===== config.mk =====
export PLATFORM = sky130hd
export DESIGN_NAME = polyline_uniform_resampler_top
export DESIGN_NICKNAME = d
export VERILOG_FILES = /design/src/rtl/pur_pkg.sv /design/src/rtl/polyline_uniform_resampler_top.sv /design/src/rtl/pur_front.sv /design/src/rtl/pur_engine.sv
export SDC_FILE = /design/constraint.sdc
export NUM_CORES = 2
export LEC_CHECK = 0
export BUFFER_PORTS_ARGS = -buffer_cell sky130_fd_sc_hd__buf_2
export CORE_MARGIN = 5
export CORE_UTILIZATION = 35
export DETAILED_ROUTE_END_ITERATION = 10
export PLACE_DENSITY = 0.47
export SYNTH_ARGS = -nofsm -noshare
export SYNTH_HDL_FRONTEND = slang
export SYNTH_SLANG_ARGS = --single-unit

===== constraint.sdc =====
create_clock -name clk -period 21.2 [get_ports clk]
set_input_delay 3.18 -clock clk [delete_from_list [all_inputs] [get_ports clk]]
set_output_delay 3.18 -clock clk [all_outputs]
set_load 0.005 [all_outputs]

===== src/rtl/pur_pkg.sv =====
`timescale 1ns / 1ps
`default_nettype none
package pur_pkg;

  localparam int COORD_W = 32;
  localparam int AXIS_N  = 3;
  localparam int SPACE_W = 31;
  localparam int PAD_W   = 3;

  // configuration register indexes
  localparam logic [1:0] REG_SPACING = 2'd0;
  localparam logic [1:0] REG_PAD     = 2'd1;

  typedef struct packed {
    logic signed [COORD_W-1:0] z;
    logic signed [COORD_W-1:0] y;
    logic signed [COORD_W-1:0] x;
    logic                      path_end;
  } way_item_t;

  typedef struct packed {
    logic [SPACE_W-1:0] spacing;
    logic [PAD_W-1:0]   pad;
  } cfg_t;

endpackage
`default_nettype wire


===== src/rtl/polyline_uniform_resampler_top.sv =====
// Polyline uniform resampler.
// Input stream s_*: one 3-D waypoint per transfer, s_tlast marks the final
// waypoint of a path. Output stream m_*: the resampled points, m_tlast on the
// last point caused by a waypoint, m_tuser set when the segment count was
// saturated at MAX_SEG_POINTS. Config channel cfg_*: index 0 sample spacing
// (unsigned Q15.16), index 1 pad count; write only while the block is idle.
// Waypoints go into a small queue; the back end takes one at a time.
// Per segment: squared length, bit-serial square root, count search, then
// serial division for the three interpolation steps (one per axis), then
// one output point per cycle while m_tready does not stall the output.
// The first waypoint of a path gives no output.
// If m_tready is low the back end holds in place; the queue keeps taking
// waypoints until it is full.
// Reset (rst, synchronous) empties the queue, drops any held waypoint and
// restores spacing 1.0 and pad count 5.
`timescale 1ns / 1ps
`default_nettype none
module polyline_uniform_resampler_top import pur_pkg::*; #(
  parameter int MAX_SEG_POINTS = 48,
  parameter int QUEUE_DEPTH = 4
) (
  input  wire logic          clk,
  input  wire logic          rst,
  input  wire logic          s_tvalid,
  output logic               s_tready,
  input  wire logic [95:0]   s_tdata,  // way_x, way_y, way_z
  input  wire logic          s_tlast,  // path_end
  output logic               m_tvalid,
  input  wire logic          m_tready,
  output logic [95:0]        m_tdata,  // pos_x, pos_y, pos_z
  output logic               m_tlast,  // run_last
  output logic               m_tuser,  // count_clipped
  input  wire logic          cfg_valid,
  output logic               cfg_ready,
  input  wire logic [1:0]    cfg_index,
  input  wire logic [31:0]   cfg_data
);

  cfg_t cfg;
  way_item_t in_item;
  way_item_t q_item;
  logic q_valid;
  logic q_pop;
  logic signed [COORD_W-1:0] ox;
  logic signed [COORD_W-1:0] oy;
  logic signed [COORD_W-1:0] oz;

  assign cfg_ready = 1'b1;

  always_ff @(posedge clk) begin
    if (rst) begin
      cfg.spacing <= SPACE_W'(65536);
      cfg.pad     <= PAD_W'(5);
    end else if (cfg_valid) begin
      unique case (cfg_index)
        REG_SPACING: cfg.spacing <= cfg_data[SPACE_W-1:0];
        REG_PAD:     cfg.pad <= cfg_data[PAD_W-1:0];
        default: ;
      endcase
    end
  end

  assign in_item.x = s_tdata[31:0];
  assign in_item.y = s_tdata[63:32];
  assign in_item.z = s_tdata[95:64];
  assign in_item.path_end = s_tlast;

  pur_front #(.QUEUE_DEPTH(QUEUE_DEPTH)) u_front (
    .clk      (clk),
    .rst      (rst),
    .in_valid (s_tvalid),
    .in_ready (s_tready),
    .in_item  (in_item),
    .q_valid  (q_valid),
    .q_pop    (q_pop),
    .q_item   (q_item)
  );

  pur_engine #(.MAX_SEG_POINTS(MAX_SEG_POINTS)) u_engine (
    .clk       (clk),
    .rst       (rst),
    .cfg       (cfg),
    .q_valid   (q_valid),
    .q_pop     (q_pop),
    .q_item    (q_item),
    .out_valid (m_tvalid),
    .out_ready (m_tready),
    .out_x     (ox),
    .out_y     (oy),
    .out_z     (oz),
    .out_last  (m_tlast),
    .out_clip  (m_tuser)
  );

  assign m_tdata = {oz, oy, ox};

endmodule
`default_nettype wire


===== src/rtl/pur_front.sv =====
`timescale 1ns / 1ps
`default_nettype none
module pur_front import pur_pkg::*; #(
  parameter int QUEUE_DEPTH = 4
) (
  input  wire logic      clk,
  input  wire logic      rst,
  input  wire logic      in_valid,
  output logic           in_ready,
  input  wire way_item_t in_item,
  output logic           q_valid,
  input  wire logic      q_pop,
  output way_item_t      q_item
);

  localparam int PW = (QUEUE_DEPTH > 1) ? $clog2(QUEUE_DEPTH) : 1;
  localparam int CNTW = $clog2(QUEUE_DEPTH + 1);
  localparam logic [PW-1:0] LAST_SLOT = PW'(QUEUE_DEPTH - 1);
  localparam logic [CNTW-1:0] FULL_CNT = CNTW'(QUEUE_DEPTH);

  way_item_t slots [QUEUE_DEPTH];
  logic [PW-1:0] wr_ptr;
  logic [PW-1:0] rd_ptr;
  logic [CNTW-1:0] count;
  logic push;
  logic pop;

  assign in_ready = (count != FULL_CNT);
  assign q_valid  = (count != '0);
  assign push     = in_valid && in_ready;
  assign pop      = q_pop && q_valid;
  assign q_item   = slots[rd_ptr];

  always_ff @(posedge clk) begin
    if (push) begin
      slots[wr_ptr] <= in_item;
    end
  end

  always_ff @(posedge clk) begin
    if (rst) begin
      wr_ptr <= '0;
      rd_ptr <= '0;
      count  <= '0;
    end else begin
      if (push) begin
        wr_ptr <= (wr_ptr == LAST_SLOT) ? '0 : wr_ptr + 1'b1;
      end
      if (pop) begin
        rd_ptr <= (rd_ptr == LAST_SLOT) ? '0 : rd_ptr + 1'b1;
      end
      case ({push, pop})
        2'b10:   count <= count + 1'b1;
        2'b01:   count <= count - 1'b1;
        default: count <= count;
      endcase
    end
  end

endmodule
`default_nettype wire


===== src/rtl/pur_engine.sv =====
`timescale 1ns / 1ps
`default_nettype none
module pur_engine import pur_pkg::*; #(
  parameter int MAX_SEG_POINTS = 48
) (
  input  wire logic                clk,
  input  wire logic                rst,
  input  wire cfg_t                cfg,
  input  wire logic                q_valid,
  output logic                     q_pop,
  input  wire way_item_t           q_item,
  output logic                     out_valid,
  input  wire logic                out_ready,
  output logic signed [COORD_W-1:0] out_x,
  output logic signed [COORD_W-1:0] out_y,
  output logic signed [COORD_W-1:0] out_z,
  output logic                     out_last,
  output logic                     out_clip
);

  localparam int CW   = $clog2(MAX_SEG_POINTS + 2);
  localparam int DW   = $clog2(2 * MAX_SEG_POINTS + 3);
  localparam int ACCW = SPACE_W + CW;
  localparam int SUMW = 2 * COORD_W + 2;
  localparam int ROOTW = SUMW / 2;
  localparam int REMW = ROOTW + 2;
  localparam int QW   = COORD_W + 1;
  localparam int BCW  = $clog2(QW + 1);
  localparam logic [CW-1:0] KMAX = CW'(MAX_SEG_POINTS + 1);
  localparam logic [CW-1:0] GMAX = CW'(MAX_SEG_POINTS);
  localparam logic [BCW-1:0] SQRT_STEPS = BCW'(ROOTW);
  localparam logic [BCW-1:0] DIV_STEPS = BCW'(QW);

  typedef enum logic [5:0] {
    S_IDLE = 6'b000001,
    S_SQ   = 6'b000010,
    S_SQRT = 6'b000100,
    S_CNT  = 6'b001000,
    S_DIV  = 6'b010000,
    S_EMIT = 6'b100000
  } state_t;

  typedef enum logic [2:0] {
    PH_PADF = 3'b001,
    PH_SAMP = 3'b010,
    PH_PADE = 3'b100
  } phase_t;

  state_t st;
  phase_t ph;

  logic signed [COORD_W-1:0] prev [AXIS_N];
  logic signed [COORD_W-1:0] start [AXIS_N];
  logic [COORD_W-1:0] mag [AXIS_N];
  logic neg [AXIS_N];
  logic have_prev;
  logic first_seg;
  logic seg_end;

  logic [1:0] axis;
  logic [2*COORD_W-1:0] sq;
  logic [SUMW-1:0] sum;
  logic [SUMW-1:0] rad;
  logic [REMW-1:0] srem;
  logic [ROOTW-1:0] root;
  logic [BCW-1:0] bits;
  logic [ACCW-1:0] acc;
  logic [CW-1:0] k;
  logic [CW-1:0] g;
  logic clip;
  logic [CW-1:0] jmax;
  logic [DW-1:0] dvs;
  logic [QW-1:0] dvd;
  logic [DW-1:0] drem;
  logic [QW-1:0] dq;
  logic [QW-1:0] qstep [AXIS_N];
  logic [DW-1:0] rstep [AXIS_N];
  logic [QW-1:0] qacc [AXIS_N];
  logic [DW-1:0] racc [AXIS_N];
  logic [CW-1:0] j;
  logic [PAD_W-1:0] padc;

  logic [REMW-1:0] s_shift;
  logic [REMW-1:0] s_trial;
  logic [DW:0] d_shift;
  logic can_out;
  logic emit_last;
  logic signed [COORD_W-1:0] samp [AXIS_N];
  logic [CW-1:0] g_fix;
  logic clip_fix;

  assign can_out = !out_valid || out_ready;
  assign q_pop = (st == S_IDLE) && q_valid;

  assign s_shift = {srem[REMW-3:0], rad[SUMW-1:SUMW-2]};
  assign s_trial = {root, 2'b01};
  assign d_shift = {drem, dvd[QW-1]};

  always_comb begin
    for (int a = 0; a < AXIS_N; a++) begin
      samp[a] = neg[a] ? start[a] - $signed(qacc[a][COORD_W-1:0])
                       : start[a] + $signed(qacc[a][COORD_W-1:0]);
    end
  end

  always_comb begin
    g_fix = g;
    clip_fix = 1'b0;
    if (g > GMAX) begin
      g_fix = GMAX;
      clip_fix = 1'b1;
    end else if (g == '0) begin
      g_fix = CW'(1);
    end
  end

  always_comb begin
    emit_last = 1'b0;
    case (ph)
      PH_PADE: emit_last = (padc == cfg.pad - 1'b1);
      PH_SAMP: emit_last = (j == jmax) && !(seg_end && cfg.pad != '0);
      default: emit_last = 1'b0;
    endcase
  end

  always_ff @(posedge clk) begin
    if (rst) begin
      st <= S_IDLE;
      ph <= PH_PADF;
      have_prev <= 1'b0;
      first_seg <= 1'b1;
      out_valid <= 1'b0;
      for (int a = 0; a < AXIS_N; a++) begin
        prev[a] <= '0;
      end
    end else begin
      // in S_EMIT the output register is reloaded whenever it can take a point
      if (out_valid && out_ready && st != S_EMIT) begin
        out_valid <= 1'b0;
      end
      unique case (st)
        S_IDLE: begin
          if (q_valid) begin
            seg_end <= q_item.path_end;
            if (!have_prev) begin
              prev[0] <= q_item.x;
              prev[1] <= q_item.y;
              prev[2] <= q_item.z;
              have_prev <= !q_item.path_end;
              first_seg <= 1'b1;
            end else begin
              for (int a = 0; a < AXIS_N; a++) begin
                logic signed [COORD_W:0] d;
                logic signed [COORD_W-1:0] e;
                e = (a == 0) ? q_item.x : (a == 1) ? q_item.y : q_item.z;
                d = {e[COORD_W-1], e} - {prev[a][COORD_W-1], prev[a]};
                neg[a] <= d[COORD_W];
                mag[a] <= d[COORD_W] ? COORD_W'(-d) : d[COORD_W-1:0];
                start[a] <= prev[a];
                if (q_item.path_end) begin
                  prev[a] <= '0;
                end else begin
                  prev[a] <= e;
                end
              end
              axis <= '0;
              sum <= '0;
              st <= S_SQ;
            end
          end
        end
        S_SQ: begin
          // square is registered and added to the sum in the next cycle
          if (axis != 2'd0) begin
            sum <= sum + SUMW'(sq);
          end
          if (axis != 2'd3) begin
            sq <= mag[axis] * mag[axis];
            axis <= axis + 1'b1;
          end else begin
            rad <= sum + SUMW'(sq);
            srem <= '0;
            root <= '0;
            bits <= '0;
            st <= S_SQRT;
          end
        end
        S_SQRT: begin
          rad <= {rad[SUMW-3:0], 2'b00};
          if (s_shift >= s_trial) begin
            srem <= s_shift - s_trial;
            root <= {root[ROOTW-2:0], 1'b1};
          end else begin
            srem <= s_shift;
            root <= {root[ROOTW-2:0], 1'b0};
          end
          bits <= bits + 1'b1;
          if (bits == SQRT_STEPS - 1'b1) begin
            acc <= ACCW'(cfg.spacing);
            k <= CW'(1);
            g <= '0;
            st <= S_CNT;
          end
        end
        S_CNT: begin
          // (k*sp)^2 <= S  iff  k*sp <= isqrt(S)
          if (acc <= ACCW'(root)) begin
            g <= k;
            if (k == KMAX) begin
              st <= S_DIV;
            end else begin
              k <= k + 1'b1;
              acc <= acc + ACCW'(cfg.spacing);
            end
          end else begin
            st <= S_DIV;
          end
          if (st == S_CNT && (acc > ACCW'(root) || k == KMAX)) begin
            axis <= '0;
            bits <= '0;
            drem <= '0;
            dq <= '0;
          end
        end
        S_DIV: begin
          if (bits == '0) begin
            logic [CW-1:0] dv;
            dv = (seg_end && first_seg) ? g_fix + 1'b1 : g_fix;
            clip <= clip_fix;
            jmax <= seg_end ? g_fix : g_fix - 1'b1;
            dvs <= {dv, 1'b0} ;
            dvd <= {mag[axis], 1'b0};
            drem <= '0;
            bits <= bits + 1'b1;
          end else begin
            dvd <= {dvd[QW-2:0], 1'b0};
            if (d_shift >= {1'b0, dvs}) begin
              drem <= DW'(d_shift - {1'b0, dvs});
              dq <= {dq[QW-2:0], 1'b1};
            end else begin
              drem <= d_shift[DW-1:0];
              dq <= {dq[QW-2:0], 1'b0};
            end
            if (bits == DIV_STEPS) begin
              bits <= '0;
              if (d_shift >= {1'b0, dvs}) begin
                qstep[axis] <= {dq[QW-2:0], 1'b1};
                rstep[axis] <= DW'(d_shift - {1'b0, dvs});
              end else begin
                qstep[axis] <= {dq[QW-2:0], 1'b0};
                rstep[axis] <= d_shift[DW-1:0];
              end
              if (axis == 2'd2) begin
                for (int a = 0; a < AXIS_N; a++) begin
                  qacc[a] <= '0;
                  racc[a] <= dvs >> 1;
                end
                j <= '0;
                padc <= '0;
                if (first_seg && cfg.pad != '0) begin
                  ph <= PH_PADF;
                end else begin
                  ph <= PH_SAMP;
                end
                st <= S_EMIT;
              end else begin
                axis <= axis + 1'b1;
              end
            end else begin
              bits <= bits + 1'b1;
            end
          end
        end
        S_EMIT: begin
          if (can_out) begin
            out_valid <= 1'b1;
            out_last <= emit_last;
            out_clip <= clip;
            unique case (ph)
              PH_PADF: begin
                out_x <= start[0];
                out_y <= start[1];
                out_z <= start[2];
                if (padc == cfg.pad - 1'b1) begin
                  padc <= '0;
                  ph <= PH_SAMP;
                end else begin
                  padc <= padc + 1'b1;
                end
              end
              PH_SAMP: begin
                out_x <= samp[0];
                out_y <= samp[1];
                out_z <= samp[2];
                if (j != jmax) begin
                  j <= j + 1'b1;
                  for (int a = 0; a < AXIS_N; a++) begin
                    logic [DW:0] rs;
                    rs = {1'b0, racc[a]} + {1'b0, rstep[a]};
                    if (rs >= {1'b0, dvs}) begin
                      qacc[a] <= qacc[a] + qstep[a] + 1'b1;
                      racc[a] <= DW'(rs - {1'b0, dvs});
                    end else begin
                      qacc[a] <= qacc[a] + qstep[a];
                      racc[a] <= rs[DW-1:0];
                    end
                  end
                end else if (seg_end && cfg.pad != '0) begin
                  ph <= PH_PADE;
                end
              end
              PH_PADE: begin
                out_x <= samp[0];
                out_y <= samp[1];
                out_z <= samp[2];
                padc <= padc + 1'b1;
              end
              default: ;
            endcase
            if (emit_last) begin
              st <= S_IDLE;
              if (seg_end) begin
                have_prev <= 1'b0;
                first_seg <= 1'b1;
              end else begin
                first_seg <= 1'b0;
              end
            end
          end
        end
        default: st <= S_IDLE;
      endcase
    end
  end

  a_emit_only_in_emit: assert property (@(posedge clk) disable iff (rst)
    $rose(out_valid) |-> $past(st) == S_EMIT)
    else $error("result loaded outside emit state");

  a_sample_index: assert property (@(posedge clk) disable iff (rst)
    (st == S_EMIT && ph == PH_SAMP) |-> j <= jmax)
    else $error("sample index beyond segment count");

  a_remainder_bound: assert property (@(posedge clk) disable iff (rst)
    (st == S_EMIT) |-> (racc[0] < dvs && racc[1] < dvs && racc[2] < dvs))
    else $error("interpolation remainder out of range");

  a_count_range: assert property (@(posedge clk) disable iff (rst)
    (st == S_EMIT) |-> (jmax <= GMAX))
    else $error("segment count out of range");

endmodule
`default_nettype wire

**Yosys cells after proc, flatten, opt, wreduce, memory -nomap -nowiden**

Memory sizes are Yosys's and may differ from the RTL's. A register that Yosys moved wholly into a read port is not among the register bits.
Cells that the tools add are included.

- Bits in registers: 565
- Latch bits: 0
- RAM bits: 919
- Memory bits (read-only): 0
- Input port bits: 136
- Output and inout bits: 101
- Word-level logic and storage cells: 445
- Memories kept: 9

- $add $sub $neg: 40
- Multiply operators: 1
- Divide/modulo/power cells: 0
- Magnitude comparators: 8
- Eq/ne operators: 49
- Shift-type cells: 0
- Multiplexer cells: 226
- Bitwise logic cells: 24
- Reduce and logical (&&, ||, !) cells: 54

Memories:

| name | words | width | read ports | clocked after Yosys merged registers in | wr ports | line | text |
|---|---|---|---|---|---|---|---|
| u_front.slots | 4 | 97 | 1 | 1 | 1 | pur_front.sv:21 | `way_item_t slots [QUEUE_DEPTH];` |
| u_engine.qacc | 3 | 33 | 3 | 0 | 3 | pur_engine.sv:78 | `logic [QW-1:0] qacc [AXIS_N];` |
| u_engine.qstep | 3 | 33 | 3 | 0 | 1 | pur_engine.sv:76 | `logic [QW-1:0] qstep [AXIS_N];` |
| u_engine.mag | 3 | 32 | 1 | 1 | 3 | pur_engine.sv:54 | `logic [COORD_W-1:0] mag [AXIS_N];` |
| u_engine.prev | 3 | 32 | 3 | 0 | 3 | pur_engine.sv:52 | `logic signed [COORD_W-1:0] prev [AXIS_N];` |
| u_engine.start | 3 | 32 | 3 | 0 | 3 | pur_engine.sv:53 | `logic signed [COORD_W-1:0] start [AXIS_N];` |
| 3 more memories | - | - | - | - | - | - |  |

Operator list:

| cell | number |
|---|---|
| 32-bit two-way mux | 17 |
| 33-bit two-way mux | 11 |
| 66-bit two-way mux | 4 |
| 66-bit one-hot mux with 2 select lines | 2 |
| 32-bit one-hot mux with 2 select lines | 4 |
| 6-bit two-way mux | 30 |
| 33-bit one-hot mux with 2 select lines | 2 |
| 37-bit two-way mux | 3 |
| 1-bit two-way mux | 102 |
| 33-bit by 1-bit adder with 33-bit output, second input constant | 3 |
| 33-bit adder | 3 |
| 32-bit by 32-bit subtractor with 33-bit output | 3 |
| 32-bit adder | 3 |
| 32-bit negation | 3 |
| 32-bit subtractor | 3 |
| 37-bit one-hot mux with 2 select lines | 1 |
| 7-bit two-way mux | 10 |
| 66-bit by 64-bit adder with 66-bit output | 1 |
| 32-bit by 32-bit multiplier with 64-bit output | 1 |
| 37-bit by 31-bit adder with 37-bit output | 1 |
| 37-bit by 33-bit > comparator with 1-bit output | 1 |
| 37-bit by 33-bit <= comparator with 1-bit output | 1 |
| 3-bit two-way mux | 12 |
| 6-bit one-hot mux with 2 select lines | 3 |
| 56 further kinds | 178 |

**Depth between registers and ports, before layout**

An unclocked memory read counts as a cell.

- Depth in word-level cells: 12
- Gate-level depth with buffers: 38
- Mapped depth without buffers: 34

**Cells and area by module**

Synthesis repeated with hierarchy kept, for this count alone.

- Cell total of the unflattened synthesis: 10640
- Area total of the unflattened synthesis: 112713.1 um^2

By module, submodules not included:

| module | instances | cells each | area an instance (um^2) | seq. area each (um^2) |
|---|---|---|---|---|
| pur_engine | 1 | 9932 | 96716.5 | 31330.0 |
| pur_front | 1 | 559 | 14460.1 | 11831.3 |
| polyline_uniform_resampler_top | 1 | 149 | 1536.5 | 680.7 |

**Least setup slack after synthesis**

No wires, ideal clock.

- Kind: input to register
- Start point: in rst
- End point: reg u_engine.rad[0], enable pin
- Setup time: 0.667 ns
- Arrival time: 9.952 ns
- Data required time: 20.533 ns
- Slack: 10.581 ns
- Stages: 3
- Buffers on the path: 2
- Path through: clkbuf_1 -> clkbuf_1 -> a21oi_1

- Word-level cells in the longest chain between the ends: 2

RTL lines:

| what | line | text |
|---|---|---|
| start: declaration | polyline_uniform_resampler_top.sv:23 | `input wire logic rst,` |
| 1-bit NOT (no source line) | - |  |
| 3-bit AND reduction (no source line) | - |  |
| end signal: assignment | pur_engine.sv:181 | `rad <= sum + SUMW'(sq);` |
| end signal: assignment | pur_engine.sv:189 | `rad <= {rad[SUMW-3:0], 2'b00};` |
| end: declaration | pur_engine.sv:63 | `logic [SUMW-1:0] rad;` |

No other way between the ends.
A chain may end at the register's enable or synchronous reset.

==> impl_results.md <==
- Clk slew on worst S/H paths: 60 ps
- Die H: 577.9 µm
- Clk Latency, worst-skew pair: 880 ps
- Initial Utilization: 35.14%
- Initial drt markers: 5684
- CP Data Required Time: 21740 ps
- Clock sink total: 1479
- Vias per std cell: 5.134
- Status: complete, no violations
- Top-Level Pins: 237
- Core Area: 321100 µm²
- Worst Max-Slew Pin Slew: 1222 ps
- Cell family with most CP delay: adder cells
- Die Area: 333900 µm²
- Crit path launch type: flip-flop
- Mapped Cells: 10678
- Cells resized by post-CTS repair: 0
- Setup Fix Bufs, Post-CTS: 0
- Critical register-to-register path endpoint: u_engine.sq[57]$_DFFE_PP_
- Seq/Total Area, Yosys: 38.84%
- Number of global-route vias before repair: 80841
- Number of CTS-inserted buffers: 180
- GRT overflow: 0
- Tmin final: 11770 ps
- Port Buf Inserts: 234
- Layout overhead on the synthesized area: 10.79%
- Critical Path Max Stage Delay: 1020 ps
- R2R cell count: 31
- Horiz. Die Dim: 577.9 µm
- Share of the synthesized area in the top cell type: 37.83%
- Cts hold-fix bufs: 0
- CTS root buf: clkbuf_16
- Final #Nets: 12629
- RSZ-0062 raised after global routing: false
- Post-route ant nets: 0
- Finish-stage setup viols: 0
- Hold slack: 413.4 ps
- Unique masters post-synth: 108
- Post-synth EDFFs: 1422
- Crit. End Element: flip-flop
- Top FF cell, synth: edfxtp_1
- R2R Setup Slk: 9430 ps
- Maximum root-to-sink buffer count: 4
- Mean Syn Cell Area: 10.57 µm²
- Global-route usage over all layers: 19.49%
- Crit path depth: 31
- Max cap viols: 0
- Buffers & Inverters on Critical Path: 10
- Flop and latch count out of synthesis: 1479
- Routed vias: 78603
- Synth area leader: edfxtp_1
- First-pass GRT wire length: 500.1 mm
- RePlAce Congestion: 0.8911
- Count of final hold-check violations: 0
- Fin Setup TNS: 0 ps
- CP max FO: 53
- Crit path top cell by count: fa_1
- Period utilization: 55.53%
- DRC: 0
- CP max-delay cell: clkinv_1
- Syn Std Cell Area: 112900 µm²
- Worst setup path end: u_engine.sq[57]$_DFFE_PP_
- Detailed Routing Iterations Pass 1: 5
- Syn Nets: 12443
- Yosys warns: 0
- Achievable Freq: 84.95 MHz
- CP Class: reg2reg
- FFs w/ async S/R, synth: 0%
- Largest net degree at the start of global routing: 133
- Drt total wl: 330.9 mm
- Relative slew slack: 18.53%
- Clk_skew: 116.7 ps
- CTS tree: yes
- Area contributors post-synth: edfxtp_1, fa_1, ha_1
- Slew Viols, Final: 0
- CP Data Arrival Time: 12310 ps
- Initial antenna violation count: 32
- HP Class: reg2reg
- H-tree depth: 4
- WL/cell: 21.61 µm
- Cell row count: 208
- Hpwl dp: 251.0 mm
- Fraction of layout cells with a size suffix above 1: 7.936%
## synthesized netlist by cell type, drive strengths merged (14+ instances only)
library cell,n
and2,186
ha,808
nor3b,31
a21oi,598
a221oi,14
nor2b,69
a21o,349
nor4,46
fa,821
clkbuf,284
nor2,955
mux2i,83
o21ai,502
mux4,97
and3,73
a311oi,18
inv,1394
nand3b,18
and4,18
xor2,266
o21bai,59
mux2,18
a31o,14
nor3,135
o21a,81
or2,28
a31oi,68
o31ai,53
edfxtp,1422
nand3,133
nand4,86
a211o,29
xnor2,496
a211oi,52
o211ai,29
or3,48
dfxtp,57
buf,59
a2111oi,19
nand2,877
nand2b,70
## worst reg2reg max path: cells and delay by family (launching register included)
kind            cells  cell delay, ps
compound gates      9            3080
simple gates        2             690
xor+xnor            1             190
buf+inv            10            2490
fa+ha+maj           9            4380
flops               1             650
## placed cells by master (no fill, tap or decap), drive strengths merged, types with 19 or more instances in the layout
cell type,n
a21o,349
and2,186
o31ai,53
clkinv,82
and3,73
mux4,97
o21a,81
nor2b,69
nor3,135
nor4,46
fa,821
a2111oi,19
a211oi,52
o21ai,502
edfxtp,1422
o21bai,59
inv,1406
nand3,133
nand2,877
a21oi,598
ha,808
nand2b,70
nand4,86
mux2i,83
or2,28
dfxtp,57
a211o,29
xnor2,496
xor2,266
or3,48
nor2,955
clkbuf,207
buf,346
bufinv,19
a31oi,68
nor3b,31
o211ai,29
## state kept, by name, indices dropped and copies added (netlist names), 7 cells and up, named ones only
| register | flops |
|---|---|
| u_front.slots | 388 |
| u_engine.mag | 96 |
| u_engine.prev | 96 |
| u_engine.qacc | 96 |
| u_engine.qstep | 96 |
| u_engine.start | 96 |
| u_engine.rad | 66 |
| u_engine.sum | 66 |
| u_engine.sq | 63 |
| u_engine.acc | 37 |
| cfg | 34 |
| u_engine.root | 33 |
| u_engine.srem | 33 |
| u_engine.dvd | 32 |
| u_engine.out_x | 32 |
| u_engine.out_y | 32 |
| u_engine.out_z | 32 |
| u_engine.dq | 31 |
| u_engine.racc | 21 |
| u_engine.rstep | 21 |
| u_engine.drem | 7 |
## kinds of logic (layout without fill, tap and decap cells)
family / Yosys count / in the layout / share of synthesized area, %
AO/OA/AOI/OAI: 2038 / 2038 / 11.41
buffers and inverters: 1749 / 2072 / 5.839
AND/OR/NAND/NOR: 2821 / 2821 / 11.59
XOR/XNOR: 763 / 763 / 5.940
multiplexers: 198 / 198 / 2.851
flip-flops: 1479 / 1479 / 38.84
adder cells (fa/ha/maj): 1629 / 1629 / 23.52
other: 1 / 4 / 0.003322
## routing by layer
layer,vias up,GRT usage (%),wire length [µm]
met5,-,0,130
met4,22,4.923,9191
met3,443,2.972,17710
met2,1884,31.39,150400
met1,38987,27.58,153500
li1,37267,-,-
## how the worst min path moves through the flow
stage                             from                     endpoint  slack [ps]  cells after the start
6_report       u_engine.clip$_DFFE_PP_  u_engine.out_clip$_DFFE_PP_         410                      0
5_1_grt        u_engine.clip$_DFFE_PP_  u_engine.out_clip$_DFFE_PP_         420                      0
4_1_cts        u_engine.clip$_DFFE_PP_  u_engine.out_clip$_DFFE_PP_         410                      0
3_5_place_dp   u_engine.clip$_DFFE_PP_  u_engine.out_clip$_DFFE_PP_         420                      0
3_3_place_gp   u_engine.clip$_DFFE_PP_  u_engine.out_clip$_DFFE_PP_         430                      0
2_1_floorplan  u_engine.clip$_DFFE_PP_  u_engine.out_clip$_DFFE_PP_         400                      0
## metrics by stage
stage	std cells	setup WS [ps]	util [%]	instance area [µm²]
detailed placement	14986	9553	37.13	119200
global placement	14986	9493	37.13	119200
global route	15307	8869	38.94	125000
floorplan	10678	10580	-	112900
CTS	15305	9482	38.93	125000
finish	15309	9428	38.94	125000
## cell type report
class,count,area (µm²)
fill,31435,196100
multi-input combinational,7450,62690
sequential,1479,43850
tap,4305,5386
inverter,1406,5278
clock buffer,206,4653
timing repair buffer,347,2032
clock inverter,113,1149
antenna,3,7.507
Power is left out: the tool's default activity adds up to more than one toggle a clock period on the data nets, which glitch-free logic cannot reach.
